$ cat config.mk
export PLATFORM = sky130hd
export DESIGN_NAME = crn_cfg
export DESIGN_NICKNAME = d
export VERILOG_FILES = /design/src/hdl/crn_pkg.sv /design/src/hdl/crn_cfg.sv
export SDC_FILE = /design/constraint.sdc
export NUM_CORES = 1
export LEC_CHECK = 0
export CAP_MARGIN = 20
export CORE_ASPECT_RATIO = 0.5
export CORE_UTILIZATION = 58
export CTS_CLUSTER_SIZE = 40
export DETAILED_ROUTE_END_ITERATION = 8
export DONT_BUFFER_PORTS = 1
export PLACE_DENSITY = 0.76
export SLEW_MARGIN = 20
export SYNTH_ARGS = -nofsm -noshare
export SYNTH_HDL_FRONTEND = slang
export SYNTH_SLANG_ARGS = --single-unit
export TNS_END_PERCENT = 1
$ cat constraint.sdc
create_clock -name clk_i -period 5.3 [get_ports clk_i]
set_clock_uncertainty 0.15 [all_clocks]
set_input_delay 1.06 -clock clk_i [delete_from_list [all_inputs] [get_ports clk_i]]
set_output_delay 1.06 -clock clk_i [all_outputs]
set_load 0.01 [all_outputs]
$ cat src/hdl/crn_pkg.sv
// Shared types, constants and saturating arithmetic for the Crank-Nicolson row assembler.
package crn_pkg;

  localparam int FRAC_BITS_DEF = 24;
  localparam int VW = 48;
  localparam int CW = 32;
  localparam int NUM_REGS = 5;
  localparam int ADDR_W = 5;

  localparam logic [2:0] REG_VOL  = 3'd0;
  localparam logic [2:0] REG_RATE = 3'd1;
  localparam logic [2:0] REG_DT   = 3'd2;
  localparam logic [2:0] REG_V1   = 3'd3;
  localparam logic [2:0] REG_V2   = 3'd4;

  localparam int OP_W = 4;
  localparam int NUM_OPS = 14;
  localparam logic [OP_W-1:0] OP_VOL2 = 4'd0;
  localparam logic [OP_W-1:0] OP_S2   = 4'd1;
  localparam logic [OP_W-1:0] OP_T1   = 4'd2;
  localparam logic [OP_W-1:0] OP_T2   = 4'd3;
  localparam logic [OP_W-1:0] OP_A    = 4'd4;
  localparam logic [OP_W-1:0] OP_RS   = 4'd5;
  localparam logic [OP_W-1:0] OP_T3   = 4'd6;
  localparam logic [OP_W-1:0] OP_B    = 4'd7;
  localparam logic [OP_W-1:0] OP_RDT  = 4'd8;
  localparam logic [OP_W-1:0] OP_HRDT = 4'd9;
  localparam logic [OP_W-1:0] OP_LT   = 4'd10;
  localparam logic [OP_W-1:0] OP_CM   = 4'd11;
  localparam logic [OP_W-1:0] OP_UN   = 4'd12;
  localparam logic [OP_W-1:0] OP_F    = 4'd13;

  typedef struct packed {
    logic [CW-1:0] vol;
    logic [CW-1:0] rate;
    logic [CW-1:0] dt;
    logic [CW-1:0] v1;
    logic [CW-1:0] v2;
  } cfg_t;

  typedef struct packed {
    logic            capture;
    logic            mul_lo;
    logic            mul_hi;
    logic            wr;
    logic            derive;
    logic            fin1;
    logic            load;
    logic [OP_W-1:0] op;
  } cmd_t;

  typedef struct packed {
    logic row_pending;
    logic out_free;
  } sts_t;

  // Saturate a 49-bit sum or difference back to the signed 48-bit range.
  function automatic logic [VW-1:0] sat_addsub(input logic [VW-1:0] a,
                                               input logic [VW-1:0] b,
                                               input logic sub);
    logic [VW:0] s;
    s = sub ? ({a[VW-1], a} - {b[VW-1], b}) : ({a[VW-1], a} + {b[VW-1], b});
    if (s[VW] != s[VW-1]) begin
      return s[VW] ? {1'b1, {(VW-1){1'b0}}} : {1'b0, {(VW-1){1'b1}}};
    end
    return s[VW-1:0];
  endfunction

endpackage

$ cat src/hdl/crn_cfg.sv
// APB register bank holding the five coefficient registers.
module crn_cfg (
  input  logic                       clk_i,
  input  logic                       rst_ni,
  input  logic                       psel_i,
  input  logic                       penable_i,
  input  logic                       pwrite_i,
  input  logic [crn_pkg::ADDR_W-1:0] paddr_i,
  input  logic [crn_pkg::CW-1:0]     pwdata_i,
  output logic [crn_pkg::CW-1:0]     prdata_o,
  output logic                       pready_o,
  output crn_pkg::cfg_t              cfg_o
);

  crn_pkg::cfg_t cfg_q;
  logic          wr_en;
  logic [2:0]    idx;

  assign idx = paddr_i[4:2];
  assign wr_en = psel_i & penable_i & pwrite_i;
  assign pready_o = 1'b1;
  assign cfg_o = cfg_q;

  always_ff @(posedge clk_i or negedge rst_ni) begin
    if (!rst_ni) begin
      cfg_q <= '0;
    end else if (wr_en) begin
      case (idx)
        crn_pkg::REG_VOL:  cfg_q.vol  <= pwdata_i;
        crn_pkg::REG_RATE: cfg_q.rate <= pwdata_i;
        crn_pkg::REG_DT:   cfg_q.dt   <= pwdata_i;
        crn_pkg::REG_V1:   cfg_q.v1   <= pwdata_i;
        crn_pkg::REG_V2:   cfg_q.v2   <= pwdata_i;
        default: ;
      endcase
    end
  end

  always_comb begin
    case (idx)
      crn_pkg::REG_VOL:  prdata_o = cfg_q.vol;
      crn_pkg::REG_RATE: prdata_o = cfg_q.rate;
      crn_pkg::REG_DT:   prdata_o = cfg_q.dt;
      crn_pkg::REG_V1:   prdata_o = cfg_q.v1;
      crn_pkg::REG_V2:   prdata_o = cfg_q.v2;
      default:           prdata_o = '0;
    endcase
  end

endmodule

==> out/qor.yml <==
cp.required_ns: 4.09
grt-ovfl-total: 0
yosysUniqueCellTypes: 24
power_switching_uw: 1020
cts_max_path_buffers: 2
firstDrtPassIters: 5
muxShareOfSynthArea: 0.311
yosys.area_share.simple: 0.0144
final_nets: 531
layout_min_cycle_time_ns: 3.76
synth_top_cell_by_area: "dfrtp_1"
cts_tree: "done"
crit_type: "in -> out"
antenna_left: 0
cts_resized: 0
synth_compound_area_frac: 0.0934
cts_buffers: 17
yosys.area_share.xor_xnor: 0
root_buffer: "clkbuf_16"
fp.dieArea_mm2: 0.0131
yosysMostFrequentCell: "mux2_2"
yosysSeqAreaShare: 0.548
yosysWarnings: 0
numPlacedInstances: 635
fin_cells: 666
port_buffers: 0
die_y_um: 81.4
hp-class: "in -> async"
switching_share: 0.302
tightest_slew_ns: 1.03
grt_max_degree: 161
arrival_ns: 2.55
synth_top_area_frac: 0.548
final_area_mm2: 0.00793
placed_cell_area_mm2: 0.00738
cp_max_fo: 39
pwr_density_cell_mw_per_mm2: 425
core_mm2: 0.0121
r2r_slack_ns: 4.29
die_w_um: 161
clkTransAtPathRegs_ns: 0.07
cts.sinks: 160
p_leak_uw: 0.00353
pwr-share-clk: 0.335
power_frac_comb: 0.126
fillerInstances: 868
synth_edf_count: 0
finalPower_uw: 3370
antenna_found_initial: 0
status: "finished, final reports clean"
share_seq_of_total_power: 0.539
grt_pass1_vias: 4538
peakVddDrop_mv: 0.218
synth.cell_area_mm2: 0.00730
rows: 28
start_util: 0.606
holdWs_ns: 0.191
end_kind: "output port"
post_cts_buffers: 0
wirelength_mm: 18.0
clock_latency_ns: 0.40
largest_reg_flops: 160
area_delta_synth_final_pct: 8.53
finalSetupTns_ns: 0
drive_above_1_share: 0.473
track_usage: 0.274
avgSynthCellArea_um2: 14.5
num_vias: 4467
htreeDepth: 4
synth_fa_ha_area_frac: 0
internal-power_uw: 2350
max_cap_violations: 0
drt_iter0_drc: 347
async_reset_ff_frac: 1.00
ctsHoldBuffers: 0
synth_commonest_cells: "mux2_2, dfrtp_1, a32oi_1, o21ai_0, a22oi_1"
place_congestion: 0.763
syn-num-nets: 547
dp_hpwl_mm: 11.1
hold_violations: 0
wl_per_cell_um: 27.0
setup_violations: 0
synthCells: 505
fmax_mhz: 266
synth_top_family_by_area: "multiplexers"
rsz0062_at_grt: "no"
ys_top_cells_by_area: "dfrtp_1, mux2_2, mux2_4"
timing.final.crit_share: 0.709
antenna-diode-count: 0
synth_ff_type: "dfrtp_1"
grt_pass1_wl_mm: 26.8
drc: 0
io-pin-count: 235
vias_per_cell: 6.71
slew_violations: 0
maxSlewHeadroom: 0.310
startpoint_type: "input port"
ys_ff_latch: 160
## power groups by stage
stage	registers [uW]	clock network, uW	logic [uW]
after global placement	1830	0	407
after floorplan	1750	0	383
after global routing	1850	1200	460
after CTS	1820	1150	426
after detailed placement	1840	0	425
final	1820	1130	424
## path summary, 6_finish.rpt
kind                            start      endpoint  cells after the start
max in group asynchronous      rst_ni    cfg_o[147]                      0
setup / recovery           paddr_i[2]  prdata_o[31]                      3
min in group clk_i          cfg_o[78]     cfg_o[78]                      1
setup reg to reg           cfg_o[102]    cfg_o[102]                      1
hold / removal                 rst_ni    cfg_o[118]                      0
hold reg to reg             cfg_o[78]     cfg_o[78]                      1
## kinds of logic (layout without fill, tap and decap cells)
group	after synthesis	in the layout
multiplexers	192	192
flip-flops	160	160
AO/OA/AOI/OAI	96	96
buffers and inverters	43	39
AND/OR/NAND/NOR	13	13
other	1	1
## worst max-delay path, stage by stage
cell and delay (ns):
nor2b_4 0.78, a22oi_1 0.20, o21ai_0 0.46
## layer usage
layer | up-vias | routed length (um) | global-route usage | share of wire
met2 | 220 | 8580 | 0.432 | 0.48
met1 | 2361 | 7500 | 0.355 | 0.42
li1 | 1873 | - | - | -
met4 | 0 | 125 | 0.0830 | 0.0070
met5 | - | 0 | 0 | 0
met3 | 13 | 1780 | 0.103 | 0.099
## per-stage QoR
step / setup WS [ns] / util
floorplan: 1.86 / -
global placement: 1.59 / 0.613
detailed placement: 1.57 / 0.613
CTS: 1.57 / 0.658
global route: 1.51 / 0.658
finish: 1.54 / 0.658
## area by class of cell
type	instances	area, um2	share of cell area
repair buffers	7	52.6	0.00663
multi-input cells	302	3120	0.393
inverters	1	3.75	0.000473
well taps	165	206	0.0260
clock inverters	12	103	0.0129
flip-flops and latches	160	4000	0.505
clock buffers	19	443	0.0559
## layout by cell type, fill, tap and decap left out, types with 2 or more instances in the layout
cell type | Yosys | routed
buf_4 | 11 | 7
a22oi_1 | 31 | 31
nand2_1 | 2 | 2
dfrtp_1 | 160 | 160
mux2_4 | 30 | 30
a32oi_1 | 32 | 32
clkinv_4 | 0 | 3
nor2b_4 | 0 | 2
nor2_4 | 0 | 2
inv_6 | 0 | 4
o21ai_0 | 32 | 32
clkbuf_16 | 0 | 17
nor3b_4 | 0 | 2
mux2_2 | 161 | 161
clkinvlp_4 | 0 | 4
Power figures use the tool's default switching activity.
