<file path="src/hdl/crn_pkg.sv">
// Shared types, constants and saturating arithmetic for the Crank-Nicolson row assembler.
package crn_pkg;

  localparam int FRAC_BITS_DEF = 24;
  localparam int VW = 48;
  localparam int CW = 32;
  localparam int NUM_REGS = 5;
  localparam int ADDR_W = 5;

  localparam logic [2:0] REG_VOL  = 3'd0;
  localparam logic [2:0] REG_RATE = 3'd1;
  localparam logic [2:0] REG_DT   = 3'd2;
  localparam logic [2:0] REG_V1   = 3'd3;
  localparam logic [2:0] REG_V2   = 3'd4;

  localparam int OP_W = 4;
  localparam int NUM_OPS = 14;
  localparam logic [OP_W-1:0] OP_VOL2 = 4'd0;
  localparam logic [OP_W-1:0] OP_S2   = 4'd1;
  localparam logic [OP_W-1:0] OP_T1   = 4'd2;
  localparam logic [OP_W-1:0] OP_T2   = 4'd3;
  localparam logic [OP_W-1:0] OP_A    = 4'd4;
  localparam logic [OP_W-1:0] OP_RS   = 4'd5;
  localparam logic [OP_W-1:0] OP_T3   = 4'd6;
  localparam logic [OP_W-1:0] OP_B    = 4'd7;
  localparam logic [OP_W-1:0] OP_RDT  = 4'd8;
  localparam logic [OP_W-1:0] OP_HRDT = 4'd9;
  localparam logic [OP_W-1:0] OP_LT   = 4'd10;
  localparam logic [OP_W-1:0] OP_CM   = 4'd11;
  localparam logic [OP_W-1:0] OP_UN   = 4'd12;
  localparam logic [OP_W-1:0] OP_F    = 4'd13;

  typedef struct packed {
    logic [CW-1:0] vol;
    logic [CW-1:0] rate;
    logic [CW-1:0] dt;
    logic [CW-1:0] v1;
    logic [CW-1:0] v2;
  } cfg_t;

  typedef struct packed {
    logic            capture;
    logic            mul_lo;
    logic            mul_hi;
    logic            wr;
    logic            derive;
    logic            fin1;
    logic            load;
    logic [OP_W-1:0] op;
  } cmd_t;

  typedef struct packed {
    logic row_pending;
    logic out_free;
  } sts_t;

  // Saturate a 49-bit sum or difference back to the signed 48-bit range.
  function automatic logic [VW-1:0] sat_addsub(input logic [VW-1:0] a,
                                               input logic [VW-1:0] b,
                                               input logic sub);
    logic [VW:0] s;
    s = sub ? ({a[VW-1], a} - {b[VW-1], b}) : ({a[VW-1], a} + {b[VW-1], b});
    if (s[VW] != s[VW-1]) begin
      return s[VW] ? {1'b1, {(VW-1){1'b0}}} : {1'b0, {(VW-1){1'b1}}};
    end
    return s[VW-1:0];
  endfunction

endpackage

</file>
<file path="src/hdl/crn_ctrl.sv">
// Sequencer that steps the shared multiplier through the row computation.
module crn_ctrl (
  input  logic          clk_i,
  input  logic          rst_ni,
  input  logic          in_valid_i,
  output logic          in_ready_o,
  input  crn_pkg::sts_t sts_i,
  output crn_pkg::cmd_t cmd_o
);

  localparam logic [2:0] ST_IDLE   = 3'd0;
  localparam logic [2:0] ST_MUL0   = 3'd1;
  localparam logic [2:0] ST_MUL1   = 3'd2;
  localparam logic [2:0] ST_WR     = 3'd3;
  localparam logic [2:0] ST_DERIVE = 3'd4;
  localparam logic [2:0] ST_FIN1   = 3'd5;
  localparam logic [2:0] ST_FIN2   = 3'd6;

  logic [2:0]               state_q, state_d;
  logic [crn_pkg::OP_W-1:0] op_q, op_d;

  always_comb begin
    state_d = state_q;
    op_d = op_q;
    cmd_o = '0;
    cmd_o.op = op_q;
    in_ready_o = 1'b0;
    case (state_q)
      ST_IDLE: begin
        in_ready_o = 1'b1;
        cmd_o.capture = in_valid_i;
        if (in_valid_i && sts_i.row_pending) begin
          state_d = ST_MUL0;
          op_d = crn_pkg::OP_VOL2;
        end
      end
      ST_MUL0: begin
        cmd_o.mul_lo = 1'b1;
        state_d = ST_MUL1;
      end
      ST_MUL1: begin
        cmd_o.mul_hi = 1'b1;
        state_d = ST_WR;
      end
      ST_WR: begin
        cmd_o.wr = 1'b1;
        if (op_q == crn_pkg::OP_HRDT) begin
          state_d = ST_DERIVE;
        end else if (op_q == crn_pkg::OP_F) begin
          state_d = ST_FIN1;
        end else begin
          op_d = op_q + 4'd1;
          state_d = ST_MUL0;
        end
      end
      ST_DERIVE: begin
        cmd_o.derive = 1'b1;
        op_d = crn_pkg::OP_LT;
        state_d = ST_MUL0;
      end
      ST_FIN1: begin
        cmd_o.fin1 = 1'b1;
        state_d = ST_FIN2;
      end
      ST_FIN2: begin
        cmd_o.load = sts_i.out_free;
        if (sts_i.out_free) begin
          state_d = ST_IDLE;
        end
      end
      default: state_d = ST_IDLE;
    endcase
  end

  always_ff @(posedge clk_i or negedge rst_ni) begin
    if (!rst_ni) begin
      state_q <= ST_IDLE;
      op_q <= crn_pkg::OP_VOL2;
    end else begin
      state_q <= state_d;
      op_q <= op_d;
    end
  end

  assert property (@(posedge clk_i) disable iff (!rst_ni)
    (state_q != ST_IDLE) |-> (op_q < 4'(crn_pkg::NUM_OPS)))
    else $error("operation index out of range");
  assert property (@(posedge clk_i) disable iff (!rst_ni)
    (cmd_o.capture && !sts_i.row_pending) |=> (state_q == ST_IDLE))
    else $error("point without a row started a computation");
  assert property (@(posedge clk_i) disable iff (!rst_ni)
    (state_q == ST_DERIVE) |-> ($past(op_q) == crn_pkg::OP_HRDT))
    else $error("derive step out of order");

endmodule

</file>
<file path="config.mk">
export PLATFORM = sky130hd
export DESIGN_NAME = crn_ctrl
export DESIGN_NICKNAME = d
export VERILOG_FILES = /design/src/hdl/crn_pkg.sv /design/src/hdl/crn_ctrl.sv
export SDC_FILE = /design/constraint.sdc
export NUM_CORES = 1
export LEC_CHECK = 0
export ABC_AREA = 1
export BUFFER_PORTS_ARGS = -buffer_cell sky130_fd_sc_hd__clkbuf_2
export CAP_MARGIN = 20
export CORE_AREA = 2 2 39 41
export CTS_CLUSTER_DIAMETER = 60
export CTS_CLUSTER_SIZE = 24
export DETAILED_ROUTE_END_ITERATION = 10
export DIE_AREA = 0 0 41 43
export GPL_TIMING_DRIVEN = 0
export HOLD_SLACK_MARGIN = 0.12
export SYNTH_ARGS = -nofsm -noshare
export SYNTH_HDL_FRONTEND = slang
export SYNTH_SLANG_ARGS = --single-unit
</file>
<file path="constraint.sdc">
create_clock -name clk_i -period 2.2 [get_ports clk_i]
set_input_delay 0.33 -clock clk_i [delete_from_list [all_inputs] [get_ports clk_i]]
set_output_delay 0.33 -clock clk_i [all_outputs]
set_load 0.1 [all_outputs]
</file>
==> flow_metrics.env <==
export IMPL_synthesis_nets=83
export IMPL_avgSynthCellArea_um2=6.80
export IMPL_num_antenna_cells=0
export IMPL_syn2layout_area_growth_pct=29.1
export IMPL_final_nets=105
export IMPL_synthCells=76
export IMPL_die_w_um=41
export IMPL_antenna_found_initial=0
export IMPL_drt_iter0_drc=5
export IMPL_setup_violations=0
export IMPL_cp_required_ps=1870
export IMPL_clk_pin_slew_worst_paths_ps=50
export IMPL_synth_warnings=0
export IMPL_io_pins=17
export IMPL_drive_above_1_share_pct=30.9
export IMPL_period_needed_ps=2030
export IMPL_clock_latency_ps=250
export IMPL_viasPerCell=4.73
export IMPL_multi_input_area_um2=309
export IMPL_slew_headroom_pct=64.1
export IMPL_wl_mm=1.18
export IMPL_period_share_pct=92.4
export IMPL_seqCellArea_um2=175
export IMPL_place_ws_ps=427
export IMPL_antenna_left=0
export IMPL_synth_distinct_cells=20
export IMPL_finalCoreUtilization_pct=48.2
export IMPL_design_core_area_mm2=0.00138
export IMPL_dp_cells=108
export IMPL_timing_final_hold_violations=0
export IMPL_finalClockSkew_ps=3.70
export IMPL_grtUsageTotal_pct=15.0
export IMPL_end_kind="output pin"
export IMPL_yosysSeqAreaShare_pct=33.9
export IMPL_final_cell_mix="18 x nand2_1, 16 x clkbuf_2, 10 x inv_1, 10 x nand3_1, 9 x nor2_1"
export IMPL_mostFrequentLayoutCell="nand2_1"
export IMPL_rsz0062_at_grt="no"
export IMPL_wire_per_inst_um=10.4
export IMPL_tightest_slew_ps=541
export IMPL_worstSetupPathType="flip-flop to output pin"
export IMPL_syn_cell_area_um2=517
export IMPL_cts_sinks=7
export IMPL_stdcell_count=113
export IMPL_initial_core_util_pct=37.3
export IMPL_grt_first_pass_wirelength_mm=1.76
export IMPL_grt_overflow=0
export IMPL_cts_tree="yes"
export IMPL_grt_max_degree=8
export IMPL_critPathMaxFanout=7
export IMPL_setup_slack_ps=168
export IMPL_port_buffers=16
export IMPL_htreeDepth=1
export IMPL_gp_congestion=0.813
export IMPL_min_path_type="input port to flip-flop"
export IMPL_numCtsBuffers=3
export IMPL_critPathArrivalTime_ps=1700
export IMPL_status="completed"
export IMPL_clock_fmax_ghz=0.492
export IMPL_ys_seq_elements=7
export IMPL_nFillCells=153
export IMPL_clockRootBuffer="clkbuf_4"
export IMPL_drtPass1Iterations=3
export IMPL_num_vias=535
export IMPL_hpwl_um=925
export IMPL_die_y_um=43
export IMPL_cap_viol_max_count=0
export IMPL_drv_slew=0
export IMPL_clockBufferDepth=2
export IMPL_die_area_mm2=0.00176
export IMPL_fin_tns_setup_ps=0
export IMPL_setup_worst_path_start_class="flip-flop"
export IMPL_drcViolationCount=0
export IMPL_grt_pass1_vias=455
export IMPL_rows=14
registers in the layout, summed over array words and instances, names as in the netlist:
signal and cells:
op_q 4, state_q 3
kinds of logic (layout without fill, tap and decap cells):
| group | count (synthesis) | after routing | share of synthesized area (%) |
|---|---|---|---|
| adders and majority gates | 2 | 2 | 4.84 |
| DFF | 7 | 7 | 33.9 |
| AOI/OAI and AO/OA | 6 | 6 | 6.05 |
| buffers and inverters | 12 | 33 | 8.96 |
| xor gates and xnor gates | 1 | 1 | 1.70 |
| and+or+nand+nor | 48 | 48 | 44.6 |
cells in the mapped netlist:
| cell type | instances | area [um^2] |
|---|---|---|
| nand3b_1 | 1 | 7.51 |
| nor2_1 | 10 | 37.5 |
| nor4_1 | 1 | 6.26 |
| xnor2_1 | 1 | 8.76 |
| nand3_1 | 10 | 50.1 |
| o21ai_0 | 2 | 10.0 |
| nand4_1 | 1 | 6.26 |
| a21oi_1 | 3 | 15.0 |
| dfrtp_1 | 7 | 175 |
| nand2_1 | 18 | 67.6 |
| inv_1 | 10 | 37.5 |
| nand2_2 | 2 | 12.5 |
| buf_2 | 1 | 5.00 |
| nor2_4 | 1 | 11.3 |
| nor3_1 | 1 | 5.00 |
| a31oi_1 | 1 | 6.26 |
| nand3_2 | 2 | 20.0 |
| ha_1 | 2 | 25.0 |
| inv_2 | 1 | 3.75 |
| nor2_2 | 1 | 6.26 |
routing by layer:
| metal | part of all wire [%] | track usage (%) |
|---|---|---|
| met2 | 47 | 24.4 |
| met3 | 6.0 | 6.28 |
| met1 | 46 | 17.2 |
| met4 | 0 | 4.00 |
| met5 | 0 | 0 |
worst max-delay path, stage by stage, from the launching register on:
cell and delay (ps):
dfrtp_1 460, nor2_1 310, nand2_1 160, inv_1 80, clkbuf_2 440
repair_timing:
item,CTS,global route
hold endpoints to repair,7,0
buffers inserted,0,0
hold buffers,1,0
endpoints found under the setup margin,0,0
resized for setup,0,0
worst paths after layout:
path	start	end	slack (ps)	depth (start not counted)
setup / recovery	state_q[0]	cmd_o[6]	170	4
hold / removal	sts_i[0]	state_q[2]	430	4
setup reg to reg	state_q[0]	op_q[1]	850	6
hold reg to reg	op_q[1]	op_q[1]	590	2
max in group asynchronous	rst_ni	op_q[1]	1580	2
min in group asynchronous	rst_ni	state_q[1]	450	2
cell type report:
cell class                 count  area share [%]
inverter                      11            6.19
sequential                     7            26.3
buffer                         1           0.750
tap                           16            3.00
timing repair buffer          17            13.5
multi-input combinational     57            46.3
clock buffer                   4            3.94
metrics by stage:
| step | cell area [um^2] | hold slack [ps] |
|---|---|---|
| 2_1_floorplan | 531 | 34.4 |
| 4_1_cts | 667 | 431 |
| 6_report | 667 | 433 |
| 5_1_grt | 667 | 450 |
| 3_3_place_gp | 631 | 171 |
| 3_5_place_dp | 631 | 173 |
Power is not shown: default switching activity piles up to over one toggle a cycle in this logic, so the estimate is an artifact.
